**src/sv/pia_pkg.sv**
```systemverilog
// Package for the positional insert/erase array: sizing constants, field widths,
// operation and status codes, and the decoded-command type shared by the modules.
// No dependencies.
package pia_pkg;

  localparam int CAPACITY   = 16;
  localparam int DATA_WIDTH = 32;

  // Fixed widths of the item fields.
  localparam int OPC_W  = 3;
  localparam int POS_W  = 5;
  localparam int VAL_W  = 32;
  localparam int STAT_W = 2;
  localparam int ECNT_W = 5;

  // Internal widths that follow the capacity.
  localparam int CNT_W = $clog2(CAPACITY + 1);
  localparam int IDX_W = (CAPACITY > 1) ? $clog2(CAPACITY) : 1;
  localparam int CMP_W = (CNT_W > POS_W) ? CNT_W : POS_W;

  typedef logic [DATA_WIDTH-1:0] word_t;
  typedef logic [CNT_W-1:0]      count_t;
  typedef logic [IDX_W-1:0]      index_t;

  typedef enum logic [OPC_W-1:0] {
    OP_APPEND = 3'd0,
    OP_INSERT = 3'd1,
    OP_ERASE  = 3'd2,
    OP_CLEAR  = 3'd3,
    OP_READ   = 3'd4,
    OP_FRONT  = 3'd5,
    OP_BACK   = 3'd6
  } opcode_t;

  typedef enum logic [STAT_W-1:0] {
    ST_OK    = 2'd0,
    ST_RANGE = 2'd1,
    ST_FULL  = 2'd2,
    ST_EMPTY = 2'd3
  } status_t;

  // What one storage cell does in a cycle.
  typedef enum logic [1:0] {
    CELL_HOLD,
    CELL_LOAD,
    CELL_FROM_LEFT,
    CELL_FROM_RIGHT
  } cell_mode_t;

  // Decoded command from the controller to the array and the result register.
  typedef struct packed {
    logic    wr;        // place the new word at 'at', later entries move up
    logic    del;       // remove the entry at 'at', later entries move down
    index_t  at;
    logic    rd_en;     // the result carries the word at rd_addr
    index_t  rd_addr;
    status_t status;
    count_t  cnt_nxt;
  } pia_dec_t;

endpackage

```
**src/sv/pia_ifs.sv**
```systemverilog
// Handshake channel interfaces for the positional insert/erase array.
// Depends on pia_pkg for the field widths.
interface pia_in_if import pia_pkg::*; ();
  logic             valid;
  logic             ready;
  logic [OPC_W-1:0] opcode;
  logic [POS_W-1:0] position;
  logic [VAL_W-1:0] value;

  modport source (output valid, opcode, position, value, input ready);
  modport sink   (input valid, opcode, position, value, output ready);
endinterface

interface pia_out_if import pia_pkg::*; ();
  logic              valid;
  logic              ready;
  logic [VAL_W-1:0]  read_value;
  logic [STAT_W-1:0] status;
  logic [ECNT_W-1:0] element_count;

  modport source (output valid, read_value, status, element_count, input ready);
  modport sink   (input valid, read_value, status, element_count, output ready);
endinterface

```
**src/sv/pia_cell.sv**
```systemverilog
// One storage cell of the array: holds one word and can load a new word or take
// its left or right neighbor's word. Depends on pia_pkg.
module pia_cell import pia_pkg::*; (
  input  logic       clk,
  input  cell_mode_t mode,
  input  word_t      new_data,
  input  word_t      left_data,
  input  word_t      right_data,
  output word_t      data_q
);

  word_t data_r;
  word_t data_nxt;

  always_comb begin
    unique case (mode)
      CELL_LOAD:       data_nxt = new_data;
      CELL_FROM_LEFT:  data_nxt = left_data;
      CELL_FROM_RIGHT: data_nxt = right_data;
      default:         data_nxt = data_r;
    endcase
  end

  always_ff @(posedge clk) begin
    data_r <= data_nxt;
  end

  assign data_q = data_r;

endmodule

```
**src/sv/pia_ctrl.sv**
```systemverilog
// Command decoder: checks an operation against the element count and produces
// the status, the new count and the shift/read controls. Depends on pia_pkg.
module pia_ctrl import pia_pkg::*; (
  input  logic [OPC_W-1:0] opcode,
  input  logic [POS_W-1:0] position,
  input  count_t           count,
  output pia_dec_t         dec
);

  always_comb begin
    logic [CMP_W-1:0] pos_c;
    logic [CMP_W-1:0] cnt_c;
    logic             full;
    logic             empty;

    pos_c = CMP_W'(position);
    cnt_c = CMP_W'(count);
    full  = (count == CNT_W'(CAPACITY));
    empty = (count == '0);

    dec         = '0;
    dec.status  = ST_OK;
    dec.cnt_nxt = count;

    unique case (opcode)
      OP_APPEND: begin
        if (full) begin
          dec.status = ST_FULL;
        end else begin
          dec.wr      = 1'b1;
          dec.at      = IDX_W'(count);
          dec.cnt_nxt = count + 1'b1;
        end
      end
      OP_INSERT: begin
        if (pos_c > cnt_c) begin
          dec.status = ST_RANGE;
        end else if (full) begin
          dec.status = ST_FULL;
        end else begin
          dec.wr      = 1'b1;
          dec.at      = IDX_W'(position);
          dec.cnt_nxt = count + 1'b1;
        end
      end
      OP_ERASE: begin
        if (pos_c >= cnt_c) begin
          dec.status = ST_RANGE;
        end else begin
          dec.del     = 1'b1;
          dec.at      = IDX_W'(position);
          dec.cnt_nxt = count - 1'b1;
        end
      end
      OP_CLEAR: begin
        dec.cnt_nxt = '0;
      end
      OP_READ: begin
        if (pos_c >= cnt_c) begin
          dec.status = ST_RANGE;
        end else begin
          dec.rd_en   = 1'b1;
          dec.rd_addr = IDX_W'(position);
        end
      end
      OP_FRONT: begin
        if (empty) begin
          dec.status = ST_EMPTY;
        end else begin
          dec.rd_en = 1'b1;
        end
      end
      OP_BACK: begin
        if (empty) begin
          dec.status = ST_EMPTY;
        end else begin
          dec.rd_en   = 1'b1;
          dec.rd_addr = IDX_W'(count - 1'b1);
        end
      end
      default: begin
        // The unused opcode is reported as out of range.
        dec.status = ST_RANGE;
      end
    endcase
  end

endmodule

```
**src/sv/positional_insert_erase_array.sv**
```systemverilog
// Top level of the positional insert/erase array: a chain of storage cells, the
// command decoder and the result register. Depends on pia_pkg, pia_ifs, pia_cell
// and pia_ctrl.

// The block keeps an ordered list of up to CAPACITY words in a row of cells, one
// word per cell, with the element count in a separate register. Every item is one
// operation (append, insert, erase, clear, read at an index, front or back) and
// produces exactly one result item holding the word read, a status and the
// element count after the operation. An insert or erase moves every later entry
// by one place at once, because each cell loads from its left or right
// neighbor in parallel, so each item is finished in the cycle it is accepted and
// its result appears in the result register on the next cycle. The block takes
// one item per cycle whenever the result side takes results as fast; the only
// thing that holds the input back is a result still waiting in the result
// register. Failed operations (full, out of range, empty, unused opcode) change
// neither the stored words nor the count. Clear only resets the count; the words
// themselves are left in place and are never visible again. Stored words need no
// clearing after reset, since reads only reach entries below the count.
module positional_insert_erase_array import pia_pkg::*; (
  input logic        clk,
  input logic        rst_n,
  pia_in_if.sink     in_ch,
  pia_out_if.source  out_ch
);

  // Element count and handshake.
  count_t   count_r;
  count_t   count_nxt;
  logic     in_ready;
  logic     fire;
  pia_dec_t dec;

  // Result register.
  logic              out_valid_r;
  logic              out_valid_nxt;
  logic [VAL_W-1:0]  read_value_r;
  logic [VAL_W-1:0]  read_value_nxt;
  status_t           status_r;
  logic [ECNT_W-1:0] ecnt_r;

  // Cell chain.
  word_t      cell_q    [CAPACITY];
  cell_mode_t cell_mode [CAPACITY];
  word_t      new_word;
  word_t      rd_word;

  // A new item enters when the result register is empty or being emptied.
  assign in_ready    = !out_valid_r || out_ch.ready;
  assign in_ch.ready = in_ready;
  assign fire        = in_ch.valid && in_ready;

  pia_ctrl u_ctrl (
    .opcode   (in_ch.opcode),
    .position (in_ch.position),
    .count    (count_r),
    .dec      (dec)
  );

  assign new_word = DATA_WIDTH'(in_ch.value);

  // Each cell decides from its own position how to move. On a write the cell at
  // the target loads the new word and every cell above it takes its left
  // neighbor; on an erase the target and every cell above it take the right
  // neighbor. Cells above the count may pick up stale words, which is harmless.
  for (genvar i = 0; i < CAPACITY; i++) begin : g_cell
    word_t left_w;
    word_t right_w;

    if (i == 0) begin : g_first
      assign left_w = '0;
    end else begin : g_left
      assign left_w = cell_q[i-1];
    end

    if (i == CAPACITY - 1) begin : g_last
      assign right_w = '0;
    end else begin : g_right
      assign right_w = cell_q[i+1];
    end

    always_comb begin
      cell_mode[i] = CELL_HOLD;
      if (fire && dec.wr) begin
        if (IDX_W'(i) == dec.at) begin
          cell_mode[i] = CELL_LOAD;
        end else if (IDX_W'(i) > dec.at) begin
          cell_mode[i] = CELL_FROM_LEFT;
        end
      end else if (fire && dec.del) begin
        if (IDX_W'(i) >= dec.at) begin
          cell_mode[i] = CELL_FROM_RIGHT;
        end
      end
    end

    pia_cell u_cell (
      .clk        (clk),
      .mode       (cell_mode[i]),
      .new_data   (new_word),
      .left_data  (left_w),
      .right_data (right_w),
      .data_q     (cell_q[i])
    );
  end

  // Single read port over the cells, addressed by the decoder.
  assign rd_word        = cell_q[dec.rd_addr];
  assign read_value_nxt = dec.rd_en ? VAL_W'(rd_word) : '0;

  assign count_nxt     = fire ? dec.cnt_nxt : count_r;
  assign out_valid_nxt = fire ? 1'b1 : (out_ch.ready ? 1'b0 : out_valid_r);

  always_ff @(posedge clk) begin
    if (!rst_n) begin
      count_r     <= '0;
      out_valid_r <= 1'b0;
    end else begin
      count_r     <= count_nxt;
      out_valid_r <= out_valid_nxt;
    end
  end

  always_ff @(posedge clk) begin
    if (fire) begin
      read_value_r <= read_value_nxt;
      status_r     <= dec.status;
      ecnt_r       <= ECNT_W'(dec.cnt_nxt);
    end
  end

  assign out_ch.valid         = out_valid_r;
  assign out_ch.read_value    = read_value_r;
  assign out_ch.status        = status_r;
  assign out_ch.element_count = ecnt_r;

`ifndef SYNTHESIS
  // The count never passes the capacity.
  a_count_bound: assert property (@(posedge clk) disable iff (!rst_n)
    count_r <= CNT_W'(CAPACITY))
    else $error("element count above capacity");

  // A pending result always reports the current count.
  a_result_count: assert property (@(posedge clk) disable iff (!rst_n)
    out_valid_r |-> ecnt_r == ECNT_W'(count_r))
    else $error("result count differs from stored count");

  // A successful write grows the count by one.
  a_write_grows: assert property (@(posedge clk) disable iff (!rst_n)
    fire && dec.wr |=> count_r == CNT_W'($past(count_r) + 1'b1))
    else $error("write did not grow the count");

  // A successful erase shrinks the count by one.
  a_erase_shrinks: assert property (@(posedge clk) disable iff (!rst_n)
    fire && dec.del |=> count_r == CNT_W'($past(count_r) - 1'b1))
    else $error("erase did not shrink the count");

  // A full status is only reported when the array is full.
  a_full_status: assert property (@(posedge clk) disable iff (!rst_n)
    out_valid_r && status_r == ST_FULL |-> count_r == CNT_W'(CAPACITY))
    else $error("full status with free entries");
`endif

endmodule

```
**src/flat_wrapper.sv**
```systemverilog
// flat-port wrapper written by rule: the top's interface ports become plain ports
module positional_insert_erase_array_flat import pia_pkg::*;
  (clk, rst_n, in_ch_valid, in_ch_opcode, in_ch_position, in_ch_value, in_ch_ready, out_ch_valid, out_ch_read_value, out_ch_status, out_ch_element_count, out_ch_ready);
  pia_in_if in_ch_i ();
  pia_out_if out_ch_i ();
  input logic clk;
  input logic rst_n;
  input wire logic [$bits(in_ch_i.valid)-1:0] in_ch_valid;
  input wire logic [$bits(in_ch_i.opcode)-1:0] in_ch_opcode;
  input wire logic [$bits(in_ch_i.position)-1:0] in_ch_position;
  input wire logic [$bits(in_ch_i.value)-1:0] in_ch_value;
  output wire logic [$bits(in_ch_i.ready)-1:0] in_ch_ready;
  output wire logic [$bits(out_ch_i.valid)-1:0] out_ch_valid;
  output wire logic [$bits(out_ch_i.read_value)-1:0] out_ch_read_value;
  output wire logic [$bits(out_ch_i.status)-1:0] out_ch_status;
  output wire logic [$bits(out_ch_i.element_count)-1:0] out_ch_element_count;
  input wire logic [$bits(out_ch_i.ready)-1:0] out_ch_ready;
  assign in_ch_i.valid = in_ch_valid;
  assign in_ch_i.opcode = in_ch_opcode;
  assign in_ch_i.position = in_ch_position;
  assign in_ch_i.value = in_ch_value;
  assign in_ch_ready = in_ch_i.ready;
  assign out_ch_valid = out_ch_i.valid;
  assign out_ch_read_value = out_ch_i.read_value;
  assign out_ch_status = out_ch_i.status;
  assign out_ch_element_count = out_ch_i.element_count;
  assign out_ch_i.ready = out_ch_ready;
  positional_insert_erase_array u_core (.clk(clk), .rst_n(rst_n), .in_ch(in_ch_i), .out_ch(out_ch_i));
endmodule
```
**config.mk**
```make
export PLATFORM = sky130hd
export DESIGN_NAME = positional_insert_erase_array_flat
export DESIGN_NICKNAME = d
export VERILOG_FILES = /design/src/sv/pia_pkg.sv /design/src/sv/pia_ifs.sv /design/src/sv/pia_cell.sv /design/src/sv/pia_ctrl.sv /design/src/sv/positional_insert_erase_array.sv /design/src/flat_wrapper.sv
export SDC_FILE = /design/constraint.sdc
export NUM_CORES = 1
export LEC_CHECK = 0
export CELL_PAD_IN_SITES_DETAIL_PLACEMENT = 0
export CELL_PAD_IN_SITES_GLOBAL_PLACEMENT = 1
export CORE_MARGIN = 2
export CORE_UTILIZATION = 49
export CTS_BUF_LIST = sky130_fd_sc_hd__clkbuf_8
export CTS_CLUSTER_DIAMETER = 150
export DETAILED_ROUTE_END_ITERATION = 6
export DONT_BUFFER_PORTS = 1
export PLACE_DENSITY_LB_ADDON = 0.1
export SETUP_SLACK_MARGIN = 0.05
export SLEW_MARGIN = 5
export SYNTH_ARGS = -nofsm -noshare
export SYNTH_HDL_FRONTEND = slang
export SYNTH_HIERARCHICAL = 1
export SYNTH_SLANG_ARGS = --single-unit
export TNS_END_PERCENT = 100
```
**constraint.sdc**
```tcl
create_clock -name clk -period 4.2 [get_ports clk]
set_input_delay 0.63 -clock clk [delete_from_list [all_inputs] [get_ports clk]]
set_output_delay 0.63 -clock clk [all_outputs]
set_load 0.02 [all_outputs]
```
Word level (Yosys, flattened, before mapping)
Index checks and enable logic that the tools add are counted.
{"block": "word_totals", "reg_bits": 557, "wordCells": 279}
{"block": "op_classes", "n_eq_ne": 70, "reduce_logical": 27, "mux": 123, "n_lt_le_gt_ge": 35, "n_bitwise": 1, "add_sub_neg": 2}
{"operator": "$pmux W32 S3", "count": 16}
{"operator": "$mux W2", "count": 83}
{"operator": "$bmux W32 S4", "count": 1}
{"operator": "$eq A2 B2 Y1 const B", "count": 32}
{"operator": "$mux W32", "count": 2}
{"operator": "$reduce_bool A3 Y1", "count": 16}
{"operator": "$eq A2 B1 Y1 const B", "count": 16}
{"operator": "$eq A4 B4 Y1 const A", "count": 8}
{"operator": "$ge A4 B4 Y1 const A", "count": 8}
{"operator": "$gt A4 B4 Y1 const A", "count": 8}
{"operator": "$mux W5", "count": 5}
{"operator": "$pmux W5 S4", "count": 1}
{"operator": "$eq A3 B4 Y1 const A", "count": 4}
{"operator": "$ge A3 B4 Y1 const A", "count": 4}
{"operator": "$gt A3 B4 Y1 const A", "count": 4}
{"operator": "$mux W4", "count": 3}
{"operator": "$pmux W4 S3", "count": 1}
{"operator": "$pmux W2 S5", "count": 1}
{"operator": "$eq A3 B3 Y1 const B", "count": 3}
{"operator": "$eq A2 B4 Y1 const A", "count": 2}
{"operator": "$ge A1 B4 Y1 const A", "count": 2}
{"operator": "$ge A2 B4 Y1 const A", "count": 2}
{"operator": "$gt A1 B4 Y1 const A", "count": 2}
{"operator": "$gt A2 B4 Y1 const A", "count": 2}
{"operator": "other kinds (22)", "count": 32}

Depth between registers and ports, before layout
Gate-level depths: netlist (run 1).
{"block": "depth", "depth_word": 10, "mapped_depth": 17}

Hierarchy
Netlist (run 1), hierarchy kept.
{"module": "pia_cell", "seq_area_each_um2": 960.9, "instances": 16, "area_per_inst_um2": 1672.9, "cells_each": 140}
{"module": "positional_insert_erase_array", "seq_area_each_um2": 1291.2, "instances": 1, "area_per_inst_um2": 6401.1, "cells_each": 677}
{"module": "pia_ctrl", "seq_area_each_um2": 0.0, "instances": 1, "area_per_inst_um2": 753.2, "cells_each": 108}

Least setup slack after synthesis (run 1)
Ideal clock, no wire load.
{"block": "synth_timing", "path_type": "input-to-reg", "from": "input port in_ch_position[1]", "to": "register u_core.g_cell[6].u_cell.data_r[0] (enable)", "arrival_ns": 3.613, "setup_ns": 0.375, "path_slack_ns": 0.212, "path_stages": 12, "path_buffers": 3, "path_cell_list": "ha_1 and3_2 and2b_4 nor3_2 a32oi_1 o21ai_0 clkbuf_1 nand3_1 a221oi_1 buf_6 buf_12 or2_2"}
{"element": "from (decl)", "line_no": "flat_wrapper.sv:10", "rtl": "input wire logic [$bits(in_ch_i.position)-1:0] in_ch_position;"}
{"element": "to (signal assigned)", "line_no": "pia_cell.sv:25", "rtl": "data_r <= data_nxt;"}
{"element": "to (decl)", "line_no": "pia_cell.sv:12", "rtl": "word_t data_r;"}

==> results of run 1 <==
-- cell families after synthesis --
group                    Yosys count  share of synthesized area [%]
flip-flops                       557                           49.1
AND/OR/NAND/NOR                  681                           8.15
other                              1                         0.0111
adder cells (fa/ha/maj)            9                          0.328
multiplexers                     754                           22.8
AO/OA/AOI/OAI                    748                           12.5
buffers and inverters            271                           6.97
XOR/XNOR                           4                          0.103
-- through the flow --
stage,std cells,util [%]
after floorplan,3088,-
after global placement,3947,51.8
after detailed placement,3947,51.8
after CTS,4136,54.8
after global routing,4139,54.8
final,4139,54.8
-- metal layers --
metal / global-route usage, % / up-vias
met5: 0 / -
met4: 11.6 / 0
met3: 4.39 / 203
met2: 49.7 / 975
met1: 42.6 / 12200
li1: - / 11400
-- flip-flops by register name, summed over array words and instances, names as in the netlist --
signal	count
u_core/count_r	5
u_core/g_cell.u_cell/data_q	512
u_core/out_ch.element_count	5
u_core/out_ch.read_value	32
u_core/out_ch.status	2
u_core/out_ch.valid	1
-- power by group through the flow --
stage          clock (W)  combinational, W  sequential, W
3_3_place_gp           0           0.00150        0.00679
4_1_cts          0.00537           0.00155        0.00669
6_report         0.00527           0.00157        0.00669
5_1_grt          0.00560           0.00170        0.00671
2_1_floorplan          0           0.00108        0.00672
3_5_place_dp           0           0.00154        0.00680
-- area by class of cell --
class / count / area (sq um)
sequential: 557 / 16700
antenna: 1 / 2.50
clock inverter: 86 / 604
fill: 5977 / 31000
inverter: 10 / 37.5
timing repair buffer: 191 / 2180
tap: 931 / 1160
multi-input combinational: 2260 / 15500
clock buffer: 103 / 1420
-- Yosys cell counts, types with 3 or more instances --
library cell                count
sky130_fd_sc_hd__a21boi_0       6
sky130_fd_sc_hd__a211o_1        3
sky130_fd_sc_hd__inv_1          9
sky130_fd_sc_hd__a21oi_1      528
sky130_fd_sc_hd__nor2_1       521
sky130_fd_sc_hd__nand2b_1       7
sky130_fd_sc_hd__o2bb2ai_1      4
sky130_fd_sc_hd__buf_8          4
sky130_fd_sc_hd__and2_1         5
sky130_fd_sc_hd__dfxtp_1        6
sky130_fd_sc_hd__mux2i_1      740
sky130_fd_sc_hd__buf_1          3
sky130_fd_sc_hd__a21o_1         4
sky130_fd_sc_hd__mux4_2        14
sky130_fd_sc_hd__nor2b_1        8
sky130_fd_sc_hd__or2_2         19
sky130_fd_sc_hd__o21a_1         3
sky130_fd_sc_hd__a22oi_1      103
sky130_fd_sc_hd__nand3_1       18
sky130_fd_sc_hd__edfxtp_1     551
sky130_fd_sc_hd__a211oi_1       3
sky130_fd_sc_hd__o22ai_1       21
sky130_fd_sc_hd__o21ai_0        9
sky130_fd_sc_hd__buf_2         66
sky130_fd_sc_hd__o21ai_1       27
sky130_fd_sc_hd__a221oi_1      15
sky130_fd_sc_hd__nor3_1         7
sky130_fd_sc_hd__buf_12        56
sky130_fd_sc_hd__ha_1           8
sky130_fd_sc_hd__o211ai_1       3
sky130_fd_sc_hd__buf_6         31
sky130_fd_sc_hd__nand2_1       76
sky130_fd_sc_hd__clkbuf_1      80
sky130_fd_sc_hd__and3_1         5
sky130_fd_sc_hd__buf_4         20
-- placed cells by master, fill, tap and decap left out, types with 27 or more instances in the layout --
| cell | instances |
|---|---|
| sky130_fd_sc_hd__mux2i_1 | 740 |
| sky130_fd_sc_hd__edfxtp_1 | 551 |
| sky130_fd_sc_hd__nor2_1 | 519 |
| sky130_fd_sc_hd__a21oi_1 | 516 |
| sky130_fd_sc_hd__buf_4 | 131 |
| sky130_fd_sc_hd__clkbuf_8 | 103 |
| sky130_fd_sc_hd__a22oi_1 | 101 |
| sky130_fd_sc_hd__nand2_1 | 74 |
| sky130_fd_sc_hd__conb_1 | 64 |
| sky130_fd_sc_hd__buf_12 | 60 |
| sky130_fd_sc_hd__inv_1 | 32 |
| sky130_fd_sc_hd__o21ai_1 | 28 |
| sky130_fd_sc_hd__clkinv_1 | 27 |
-- worst max-delay path: cells and delay by family (launching register included) --
| kind | cells | cell delay, ps |
|---|---|---|
| compound gates | 2 | 790 |
| fa+ha+maj | 1 | 320 |
| buf+inv | 4 | 810 |
| flops | 1 | 550 |
| simple gates | 6 | 1180 |
-- timing repair --
| item | CTS | global route |
|---|---|---|
| gates resized for setup | 0 | 1 |
| endpoints found under the setup margin | 0 | 47 |
| hold buffers | 0 | 0 |
| buffers inserted | 0 | 2 |
-- worst paths after layout --
kind | cells past startpoint | endpoint | slack [ps] | from
worst min-delay path | 2 | u_core/out_ch.valid | 80 | in_ch_valid
worst max register to register | 13 | u_core/g_cell[5].u_cell/data_q[16] | 200 | u_core/count_r[0]
worst min register to register | 3 | u_core/count_r[4] | 640 | u_core/count_r[4]
worst max-delay path | 13 | u_core/g_cell[5].u_cell/data_q[16] | 200 | u_core/count_r[0]
==> tab_implementation.tex, run 1 <==
\begin{tabular}{lr}
\hline
Metric & Value \\
\hline
\multicolumn{2}{l}{\textbf{CTS}} \\
Clk pin slew, worst setup/hold paths & approximately 60 ps \\
Clock tree from TritonCTS & built \\
Clock insertion delay at the later pin of the skew report & around 700 ps \\
Max clock buf depth & 3 \\
Cell at the root of the clock tree & sky130\_fd\_sc\_hd\_\_clkbuf\_8 \\
TritonCTS sink count & about 560 \\
Number of CTS-inserted buffers & $\sim$100 \\
Total number of H-tree levels & 3 \\
\multicolumn{2}{l}{\textbf{Detailed routing}} \\
WL met3 & 7040 um \\
Routed metal-1 wire length & between 40000 and 50000 um \\
Count of antenna-violating nets left after detailed routing & 0 \\
Drt first-iter violations & between 2000 and 2500 \\
First-pass iteration count of the detailed router & 6 \\
DRC Markers & 0 \\
Routed length on met2 & roughly 50000 um \\
Uppermost routed layer & met4 \\
Routed vias/inst & about 6.0 \\
Final Routed Wirelength & approximately 110000 um \\
Avg WL per Cell & roughly 27 um \\
Number of vias after detailed routing & roughly 25000 \\
\multicolumn{2}{l}{\textbf{Power}} \\
LEAKAGE & around 12 nW \\
Power Total & 0.0135 W \\
Fraction of power consumed by combinational cells & 11.6\% \\
VDD IR-drop max & approximately 0.31 mV \\
Sequential power share & between 40\% and 50\% \\
Psw & between 0.003 and 0.004 W \\
Internal power contribution & 0.00986 W \\
Fraction of power consumed by the clock network & around two fifths \\
Net switching share of the total power & between 20\% and 30\% \\
Power density normalized to cell area & between 300 and 400 nW/um\^{}2 \\
\multicolumn{2}{l}{\textbf{Timing}} \\
Sum of negative setup slack & 0 ps \\
Final period utilization & 95.3\% \\
Setup slack after layout & 199 ps \\
Slew at the pin closest to its max-slew limit & about 990 ps \\
Worst hold margin & between 70 and 80 ps \\
Unrepaired setup endpoints after global routing & no \\
Setup violation total in the final timing report & 0 \\
Worst slew margin relative to its limit & approximately a third \\
Achievable clock frequency & between 0.2 and 0.25 GHz \\
Final critical delay including setup and external delays & 4000 ps \\
Number of max-slew violations in the final report & 0 \\
Endpoints failing hold & 0 \\
Final setup skew & between 30 and 40 ps \\
\multicolumn{2}{l}{\textbf{Synth}} \\
Cell accounting for the most synthesized area & sky130\_fd\_sc\_hd\_\_edfxtp\_1 \\
Portion of synthesized cell area occupied by the leading cell type & approximately half \\
Netlist cell types & 69 \\
Synthesized area divided by synthesized cell count & about 11 sq um \\
Leading post-synthesis cells by cell area & sky130\_fd\_sc\_hd\_\_edfxtp\_1 49\%, sky130\_fd\_sc\_hd\_\_mux2i\_1 22\%, sky130\_fd\_sc\_hd\_\_a21oi\_1 7.8\%, sky130\_fd\_sc\_hd\_\_nor2\_1 5.8\%, sky130\_fd\_sc\_hd\_\_buf\_12 3.3\% \\
Number of flops mapped to enable cells by yosys & $\sim$550 \\
Area of the mapped netlist & between 30000 and 40000 sq um \\
Most used DFF post-synth & sky130\_fd\_sc\_hd\_\_edfxtp\_1 \\
Register area share after synthesis & $\sim$50\% \\
Warnings, synthesis & 6 \\
Number of standard cells after synthesis & 3025 \\
Post-synthesis async set-or-reset flop share & 0\% \\
Post-synthesis sequential element count & approximately 560 \\
\multicolumn{2}{l}{\textbf{Critical path}} \\
Element type at the critical path end & flop \\
Worst-path cell with the longest stage delay & sky130\_fd\_sc\_hd\_\_dfxtp\_1 \\
Worst path required time & about 4600 ps \\
Worst setup path category & reg2reg \\
Kind of launch point of the worst setup path & flop \\
Arrival time at the worst endpoint & roughly 4400 ps \\
Cell chain of the critical path & ha\_1, and3\_2, and2b\_4, nor3\_2, buf\_4, nand2\_1, inv\_1, nand4b\_1, buf\_12, a21o\_1, a211oi\_4, or2\_2, buf\_12 \\
Top cell by count, worst path & sky130\_fd\_sc\_hd\_\_buf\_12 \\
CP Max Fanout & 26 \\
Crit path largest cell delay & 550 ps \\
\multicolumn{2}{l}{\textbf{GRT}} \\
Maximum number of pins on one net before global-route repair & 65 \\
Number of antenna violations at the first check in global routing & 1 \\
Wire length of the first global-routing pass & $\sim$160000 um \\
Residual overflow from global routing & 0 \\
Vias in the first global route & roughly 24000 \\
Global-route usage over all layers & 30.9\% \\
\multicolumn{2}{l}{\textbf{Placed design}} \\
Final weighted congestion of routability-driven global placement & 0.912 \\
Half-perimeter wire length after placement & roughly 74000 um \\
\# port buffers & 0 \\
Place WS & between 100 and 150 ps \\
Area after DPL & around 36000 sq um \\
\multicolumn{2}{l}{\textbf{Die}} \\
DIE AREA & approximately 71000 sq um \\
Placeable core region & a little under 70000 sq um \\
Starting Density & 49.5\% \\
Die H & 267 um \\
Die width & 267 um \\
Floorplan row count & 96 \\
Boundary Pins & 85 \\
\multicolumn{2}{l}{\textbf{Layout}} \\
Area added between synthesis and finish & 10.8\% \\
Fin area & approximately 38000 sq um \\
Net count, final & between 3000 and 4000 \\
Proportion of layout cells with a drive suffix above 1 & between 10\% and 20\% \\
\multicolumn{2}{l}{\textbf{Flow run}} \\
Number of violations of the max-capacitance limit & 0 \\
\multicolumn{2}{l}{\textbf{Outcome}} \\
Status & finished, final reports clean \\
\multicolumn{2}{l}{\textbf{Worst hold path}} \\
Worst min-delay path category & in2reg \\
\hline
\end{tabular}
Note: power is estimated with default switching activity, not from simulation.
==> inputs of run 2 (changes only) <==
--- a/config.mk
+++ b/config.mk
@@ -7,6 +7,7 @@
 export LEC_CHECK = 0
 export CELL_PAD_IN_SITES_DETAIL_PLACEMENT = 0
 export CELL_PAD_IN_SITES_GLOBAL_PLACEMENT = 1
+export CORE_ASPECT_RATIO = 2
 export CORE_MARGIN = 2
 export CORE_UTILIZATION = 49
 export CTS_BUF_LIST = sky130_fd_sc_hd__clkbuf_8
==> run 2 against run 1 <==
  * Power fell by 4.5%
  * Wire length is 4.7% higher
  * Cell area fell by 0.20%
  * Non-clock buffer count increased by 8
  * Via count rose by 1.1%
  * Cell count is 1.5% lower
  * Critical path depth rose by 1
  * First-iteration DRC count decreased by 0.95%
  * Die area up 0.18%
  * Flip-flop and latch count is the same
  * Register-to-register slack barely moved
  * Clock skew up 3.9 ps
  * Highest routed layer is now met5
==> tab_implementation.tex, run 2 (synthesized netlist as in run 1, its figures left out) <==
\begin{tabular}{lr}
\hline
Metric & Value \\
\hline
\multicolumn{2}{l}{\textbf{Detailed routing}} \\
Final Routed Wirelength & 116000 um (+4.7\%) \\
Avg WL per Cell & 28.5 um (+6.3\%) \\
First-pass iteration count of the detailed router & 5 (-1) \\
Number of vias after detailed routing & 25100 (+1.1\%) \\
Drt first-iter violations & 2290 (-0.95\%) \\
Count of antenna-violating nets left after detailed routing & 0 (unchanged) \\
Routed vias/inst & 6.15 (+2.7\%) \\
DRC Markers & 0 (unchanged) \\
\multicolumn{2}{l}{\textbf{Layout}} \\
Highest-count cells in the layout ignoring fill and taps & 740 x sky130\_fd\_sc\_hd\_\_mux2i\_1, 551 x sky130\_fd\_sc\_hd\_\_edfxtp\_1, 518 x sky130\_fd\_sc\_hd\_\_nor2\_1 \\
Commonest non-fill, non-tap cell in the layout & sky130\_fd\_sc\_hd\_\_mux2i\_1 \\
Final-layout fill cell count & 5988 (+0.18\%) \\
Proportion of layout cells with a drive suffix above 1 & 12.7\% (-0.42 points) \\
Number of flip-flops in the largest register & 512 (unchanged) \\
Area added between synthesis and finish & 10.6\% \\
Net count, final & 3167 (-0.19\%) \\
\multicolumn{2}{l}{\textbf{Timing}} \\
Final setup skew & 37.1 ps (+3.91 ps) \\
Achievable clock frequency & 0.250 GHz (about the same) \\
Endpoints failing hold & 0 (unchanged) \\
Number of max-slew violations in the final report & 0 (unchanged) \\
Setup slack after layout & 200 ps (+1.07 ps) \\
Unrepaired setup endpoints after global routing & no \\
Slew at the pin closest to its max-slew limit & 805 ps (-182 ps) \\
Setup violation total in the final timing report & 0 (unchanged) \\
Sum of negative setup slack & 0 ps (unchanged) \\
Worst slew margin relative to its limit & 46.2\% (+12 points) \\
Final critical delay including setup and external delays & 4000 ps (-1.07 ps) \\
Worst hold margin & 70.5 ps (-6.64 ps) \\
Final period utilization & 95.2\% (about the same) \\
\multicolumn{2}{l}{\textbf{Die}} \\
Placeable core region & 68600 sq um (about the same) \\
DIE AREA & 71500 sq um (+0.18\%) \\
Boundary Pins & 85 (unchanged) \\
Die H & 376 um (+41\%) \\
Floorplan row count & 136 (+42\%) \\
Starting Density & 49.5\% (about the same) \\
Die width & 190 um (-29\%) \\
\multicolumn{2}{l}{\textbf{GRT}} \\
Maximum number of pins on one net before global-route repair & 70 (+7.7\%) \\
Wire length of the first global-routing pass & 168000 um (+3.2\%) \\
Global-route usage over all layers & 32.3\% (+1.4 points) \\
Vias in the first global route & 25400 (+4.3\%) \\
Residual overflow from global routing & 0 (unchanged) \\
Number of antenna violations at the first check in global routing & 2 (+1) \\
\multicolumn{2}{l}{\textbf{Placed design}} \\
Place WS & 14.2 ps (-99.4 ps) \\
Half-perimeter wire length after placement & 78400 um (+5.9\%) \\
\# port buffers & 0 (unchanged) \\
Final weighted congestion of routability-driven global placement & 0.929 (+1.9\%) \\
\multicolumn{2}{l}{\textbf{Flow run}} \\
Number of violations of the max-capacitance limit & 0 (unchanged) \\
\multicolumn{2}{l}{\textbf{Critical path}} \\
Worst setup path category & reg2reg \\
Element type at the critical path end & flop \\
Worst path required time & 4660 ps (+90 ps) \\
CP Max Fanout & 16 (-38\%) \\
Arrival time at the worst endpoint & 4460 ps (+90 ps) \\
Kind of launch point of the worst setup path & flop \\
\multicolumn{2}{l}{\textbf{Power}} \\
Power Total & 0.0129 W (-4.5\%) \\
VDD IR-drop max & 0.296 mV (-5.6\%) \\
LEAKAGE & 11.7 nW (-0.75\%) \\
Power density normalized to cell area & 344 nW/um\^{}2 (-4.3\%) \\
\multicolumn{2}{l}{\textbf{CTS}} \\
Clk pin slew, worst setup/hold paths & 60 ps (about the same) \\
Total number of H-tree levels & 3 (unchanged) \\
TritonCTS sink count & 557 (unchanged) \\
Clock insertion delay at the later pin of the skew report & 760 ps (+40 ps) \\
Cell at the root of the clock tree & sky130\_fd\_sc\_hd\_\_clkbuf\_8 \\
Clock tree from TritonCTS & built \\
Max clock buf depth & 3 (unchanged) \\
Number of CTS-inserted buffers & 87 (-14\%) \\
\multicolumn{2}{l}{\textbf{Worst hold path}} \\
Worst min-delay path category & in2reg \\
\multicolumn{2}{l}{\textbf{Outcome}} \\
Status & finished, final reports clean \\
\hline
\end{tabular}
## run 2: through the flow
| step | cells | util, % | cell area, sq um |
|---|---|---|---|
| 6_report | 4078 | 54.7 | 37500 |
| 3_3_place_gp | 3917 | 52.2 | 35800 |
| 5_1_grt | 4078 | 54.7 | 37500 |
| 4_1_cts | 4075 | 54.7 | 37500 |
| 3_5_place_dp | 3917 | 52.2 | 35800 |
| 2_1_floorplan | 3088 | - | 34200 |
## run 2: critical path, cell delays in order (launching register included)
cell and delay [ps]:
sky130_fd_sc_hd__dfxtp_1 320, sky130_fd_sc_hd__inv_1 210, sky130_fd_sc_hd__ha_1 330, sky130_fd_sc_hd__a21o_2 270, sky130_fd_sc_hd__o21ai_0 430, sky130_fd_sc_hd__a32oi_2 220
sky130_fd_sc_hd__buf_4 190, sky130_fd_sc_hd__o21ai_2 310, sky130_fd_sc_hd__buf_4 240, sky130_fd_sc_hd__nand3_1 130, sky130_fd_sc_hd__a221oi_4 320, sky130_fd_sc_hd__buf_12 210
sky130_fd_sc_hd__buf_12 220, sky130_fd_sc_hd__mux2i_1 210, sky130_fd_sc_hd__a21oi_1 80
## run 2: path summary, 6_finish.rpt
path                          start                                  to  slack (ps)  cells past startpoint
setup / recovery  u_core/count_r[4]  u_core/g_cell[6].u_cell/data_q[27]         200                     14
hold / removal          in_ch_valid                   u_core/count_r[2]          70                      2
setup reg to reg  u_core/count_r[4]  u_core/g_cell[6].u_cell/data_q[27]         200                     14
hold reg to reg   u_core/count_r[3]                   u_core/count_r[3]         640                      3
## run 2: timing repair
| action | 4_1_cts | 5_1_grt |
|---|---|---|
| endpoints found under the hold margin | 5 | 0 |
| setup buffers | 0 | 2 |
| hold buffers | 4 | 0 |
| gates resized for setup | 0 | 3 |
| setup endpoints to repair | 0 | 98 |
## run 2: routing by layer
layer  GRT usage, %  part of all wire [%]
met4           15.1                   4.8
met1           34.8                    35
met2           60.3                    54
met3           6.00                   6.5
met5              0                0.0095
## run 2: final cells by class
cell class / instances / area [sq um] / share of cell area (%)
clock inverter: 62 / 372 / 0.990
tap: 897 / 1120 / 2.99
sequential: 557 / 16700 / 44.4
antenna: 1 / 2.50 / 0.00667
multi-input combinational: 2260 / 15500 / 41.4
inverter: 10 / 37.5 / 0.100
timing repair buffer: 199 / 2530 / 6.74
clock buffer: 92 / 1270 / 3.37
## run 2: power by group
part	switching [W]	total (W)	internal, W
clock	0.00234	0.00461	0.00227
sequential	0.000223	0.00669	0.00647
combinational	0.00100	0.00162	0.000614
==> inputs of run 3 (changes only) <==
--- a/config.mk
+++ b/config.mk
@@ -5,15 +5,16 @@
 export SDC_FILE = /design/constraint.sdc
 export NUM_CORES = 1
 export LEC_CHECK = 0
+export BUFFER_PORTS_ARGS = -buffer_cell sky130_fd_sc_hd__buf_2
+export CAP_MARGIN = 40
 export CELL_PAD_IN_SITES_DETAIL_PLACEMENT = 0
 export CELL_PAD_IN_SITES_GLOBAL_PLACEMENT = 1
 export CORE_ASPECT_RATIO = 2
 export CORE_MARGIN = 2
-export CORE_UTILIZATION = 49
+export CORE_UTILIZATION = 48
 export CTS_BUF_LIST = sky130_fd_sc_hd__clkbuf_8
 export CTS_CLUSTER_DIAMETER = 150
 export DETAILED_ROUTE_END_ITERATION = 6
-export DONT_BUFFER_PORTS = 1
 export PLACE_DENSITY_LB_ADDON = 0.1
 export SETUP_SLACK_MARGIN = 0.05
 export SLEW_MARGIN = 5
==> run 3 against run 2 <==
  * Sequential power decreased by 0.6%
  * Cell area up 0.93%
  * Non-clock buffer count is 87 higher
  * Die area rose by 2.0%
  * Largest power group unchanged
==> tab_implementation.tex, run 3 (synthesized netlist as in run 1, its figures left out) <==
\begin{tabular}{lr}
\hline
Metric & Value \\
\hline
\multicolumn{2}{l}{\textbf{Outcome}} \\
Status & finished, final reports clean \\
\multicolumn{2}{l}{\textbf{Timing}} \\
Worst slew margin relative to its limit & 42.7\% (-3.6 points) \\
Sum of negative setup slack & 0 ps (unchanged) \\
Achievable clock frequency & 0.256 GHz (+2.4\%) \\
Final critical delay including setup and external delays & 3900 ps (-95.3 ps) \\
Unrepaired setup endpoints after global routing & no \\
Slew at the pin closest to its max-slew limit & 856 ps (+51.0 ps) \\
Number of max-slew violations in the final report & 0 (unchanged) \\
Setup violation total in the final timing report & 0 (unchanged) \\
Final period utilization & 93.0\% (-2.3 points) \\
Final setup skew & 30.4 ps (-6.69 ps) \\
Endpoints failing hold & 0 (unchanged) \\
Worst hold margin & 191 ps (+121 ps) \\
\multicolumn{2}{l}{\textbf{Critical path}} \\
Worst path required time & 4680 ps (+20 ps) \\
Delay-heaviest family, CP & compound AO/OA/AOI/OAI gates \\
Arrival time at the worst endpoint & 4380 ps (-80 ps) \\
CP Max Fanout & 10 (-6) \\
Element type at the critical path end & flop \\
Worst setup path category & reg2reg \\
Worst-path cell with the longest stage delay & sky130\_fd\_sc\_hd\_\_or2\_2 \\
Crit path largest cell delay & 430 ps (about the same) \\
CP Buf/Inv Count & 3 (-2) \\
Kind of launch point of the worst setup path & flop \\
Cell chain of the critical path & inv\_1, ha\_1, nand2\_2, a211oi\_4, o21ai\_0, a32oi\_2, o21ai\_1, or2\_2, a221oi\_4, buf\_12, buf\_4, mux2i\_1, a21oi\_1 \\
\multicolumn{2}{l}{\textbf{Die}} \\
Boundary Pins & 85 (unchanged) \\
Starting Density & 48.6\% (-0.84 points) \\
Die width & 192 um (+1.0\%) \\
Placeable core region & 69800 sq um (+1.7\%) \\
Die H & 380 um (+1.0\%) \\
Floorplan row count & 137 (+0.74\%) \\
DIE AREA & 72900 sq um (+2.0\%) \\
\multicolumn{2}{l}{\textbf{Layout}} \\
Final-layout fill cell count & 6104 (+1.9\%) \\
Post-route insts no fill & 4178 (+2.5\%) \\
Total area of sequential cells & 16700 sq um (unchanged) \\
Area taken by multi-input logic gates & 15500 sq um (about the same) \\
Highest-count cells in the layout ignoring fill and taps & 740 x sky130\_fd\_sc\_hd\_\_mux2i\_1, 551 x sky130\_fd\_sc\_hd\_\_edfxtp\_1, 519 x sky130\_fd\_sc\_hd\_\_nor2\_1 \\
Proportion of layout cells with a drive suffix above 1 & 14.7\% (+2.0 points) \\
Net count, final & 3253 (+2.7\%) \\
Commonest non-fill, non-tap cell in the layout & sky130\_fd\_sc\_hd\_\_mux2i\_1 \\
Number of flip-flops in the largest register & 512 (unchanged) \\
Area added between synthesis and finish & 11.6\% \\
\multicolumn{2}{l}{\textbf{CTS}} \\
Total number of H-tree levels & 3 (unchanged) \\
TritonCTS sink count & 557 (unchanged) \\
Number of CTS-inserted buffers & 86 (-1.1\%) \\
Max clock buf depth & 3 (unchanged) \\
Clock tree from TritonCTS & built \\
Clock insertion delay at the later pin of the skew report & 760 ps (about the same) \\
Buffer count from post-CTS setup fixing & 0 (unchanged) \\
Cell at the root of the clock tree & sky130\_fd\_sc\_hd\_\_clkbuf\_8 \\
Clk pin slew, worst setup/hold paths & 60 ps (about the same) \\
\multicolumn{2}{l}{\textbf{Placed design}} \\
Number of placed cells counting well taps & 4016 (+2.5\%) \\
Half-perimeter wire length after placement & 81200 um (+3.6\%) \\
\# port buffers & 84 (+84) \\
Final weighted congestion of routability-driven global placement & 0.908 (-2.2\%) \\
\multicolumn{2}{l}{\textbf{Power}} \\
Power density normalized to cell area & 338 nW/um\^{}2 (-1.8\%) \\
Sequential power share & 52.0\% (+0.2 points) \\
Internal power contribution & 0.00911 W (-2.6\%) \\
Net switching share of the total power & 28.8\% (+1.2 points) \\
Psw & 0.00369 W (+3.6\%) \\
Fraction of power consumed by the clock network & 33.9\% (-1.8 points) \\
Fraction of power consumed by combinational cells & 14.1\% (+1.6 points) \\
LEAKAGE & 12.1 nW (+3.0\%) \\
VDD IR-drop max & 0.307 mV (+3.7\%) \\
\multicolumn{2}{l}{\textbf{GRT}} \\
Vias in the first global route & 25700 (+1.2\%) \\
Number of antenna violations at the first check in global routing & 6 (+4) \\
Residual overflow from global routing & 0 (unchanged) \\
Maximum number of pins on one net before global-route repair & 65 (-7.1\%) \\
Wire length of the first global-routing pass & 173000 um (+2.9\%) \\
Global-route usage over all layers & 32.9\% (+0.59 points) \\
\multicolumn{2}{l}{\textbf{Detailed routing}} \\
First-pass iteration count of the detailed router & 6 (+1) \\
Count of antenna-violating nets left after detailed routing & 0 (unchanged) \\
Routed vias/inst & 6.10 (-0.91\%) \\
Final Routed Wirelength & 120000 um (+3.4\%) \\
Avg WL per Cell & 28.7 um (+0.91\%) \\
Number of vias after detailed routing & 25500 (+1.5\%) \\
DRC Markers & 0 (unchanged) \\
Drt first-iter violations & 2381 (+4.0\%) \\
\multicolumn{2}{l}{\textbf{Worst hold path}} \\
Worst min-delay path category & in2reg \\
\multicolumn{2}{l}{\textbf{Flow run}} \\
Number of violations of the max-capacitance limit & 0 (unchanged) \\
\hline
\end{tabular}
## run 3: changes by cell type in the layout (fill, tap and decap cells not counted), sizes merged, moves of 4 or more
| cell | previous run | this run |
|---|---|---|
| clkbuf | 92 | 87 |
| dlygate4sd3 | 4 | 0 |
| diode | 1 | 6 |
| clkinv | 35 | 30 |
| buf | 195 | 286 |
| inv | 32 | 45 |
## run 3: layer usage
metal | vias to the layer above | track usage [%] | routed length (um)
met5 | - | 0 | 0
met4 | 0 | 16.4 | 6660
met3 | 352 | 5.44 | 7560
met2 | 1129 | 59.1 | 62600
met1 | 12400 | 37.2 | 43300
li1 | 11600 | - | -
## run 3: power groups by stage
stage               clock network [W]  logic (W)  registers, W
floorplan                           0    0.00108       0.00672
global placement                    0    0.00174       0.00676
detailed placement                  0    0.00178       0.00677
CTS                           0.00445    0.00179       0.00665
global route                  0.00465    0.00194       0.00668
finish                        0.00435    0.00181       0.00665
## run 3: layout make-up
| type | instances | area share (%) |
|---|---|---|
| Timing Repair Buffer | 286 | 7.86 |
| Sequential cell | 557 | 44.0 |
| Clock buffer | 87 | 3.16 |
| Inverter | 10 | 0.0991 |
| Tap cell | 903 | 2.98 |
| Multi-Input combinational cell | 2260 | 41.0 |
| Clock inverter | 69 | 0.895 |
| Antenna cell | 6 | 0.0396 |
## run 3: path summary, 6_finish.rpt
kind | startpoint | end | slack [ps] | cells past startpoint
max | u_core/count_r[4] | u_core/g_cell[4].u_cell/data_q[14] | 300 | 13
min | rst_n | u_core/count_r[2] | 190 | 2
max reg2reg | u_core/count_r[4] | u_core/g_cell[4].u_cell/data_q[14] | 300 | 13
min reg2reg | u_core/count_r[0] | u_core/count_r[0] | 640 | 2
## run 3: repair_timing
| action | CTS | global route |
|---|---|---|
| resized for setup | 0 | 1 |
| setup endpoints to repair | 0 | 3 |
| hold buffers | 0 | 0 |
## run 3: per-stage QoR
stage	area (sq um)	setup slack, ps	utilization (%)	power, W
after floorplan	34200	212	-	0.00780
after global placement	36300	89.3	52.0	0.00850
after detailed placement	36300	32.3	52.0	0.00855
after CTS	37800	262	54.3	0.0129
after global routing	37900	103	54.3	0.0133
final	37900	296	54.3	0.0128
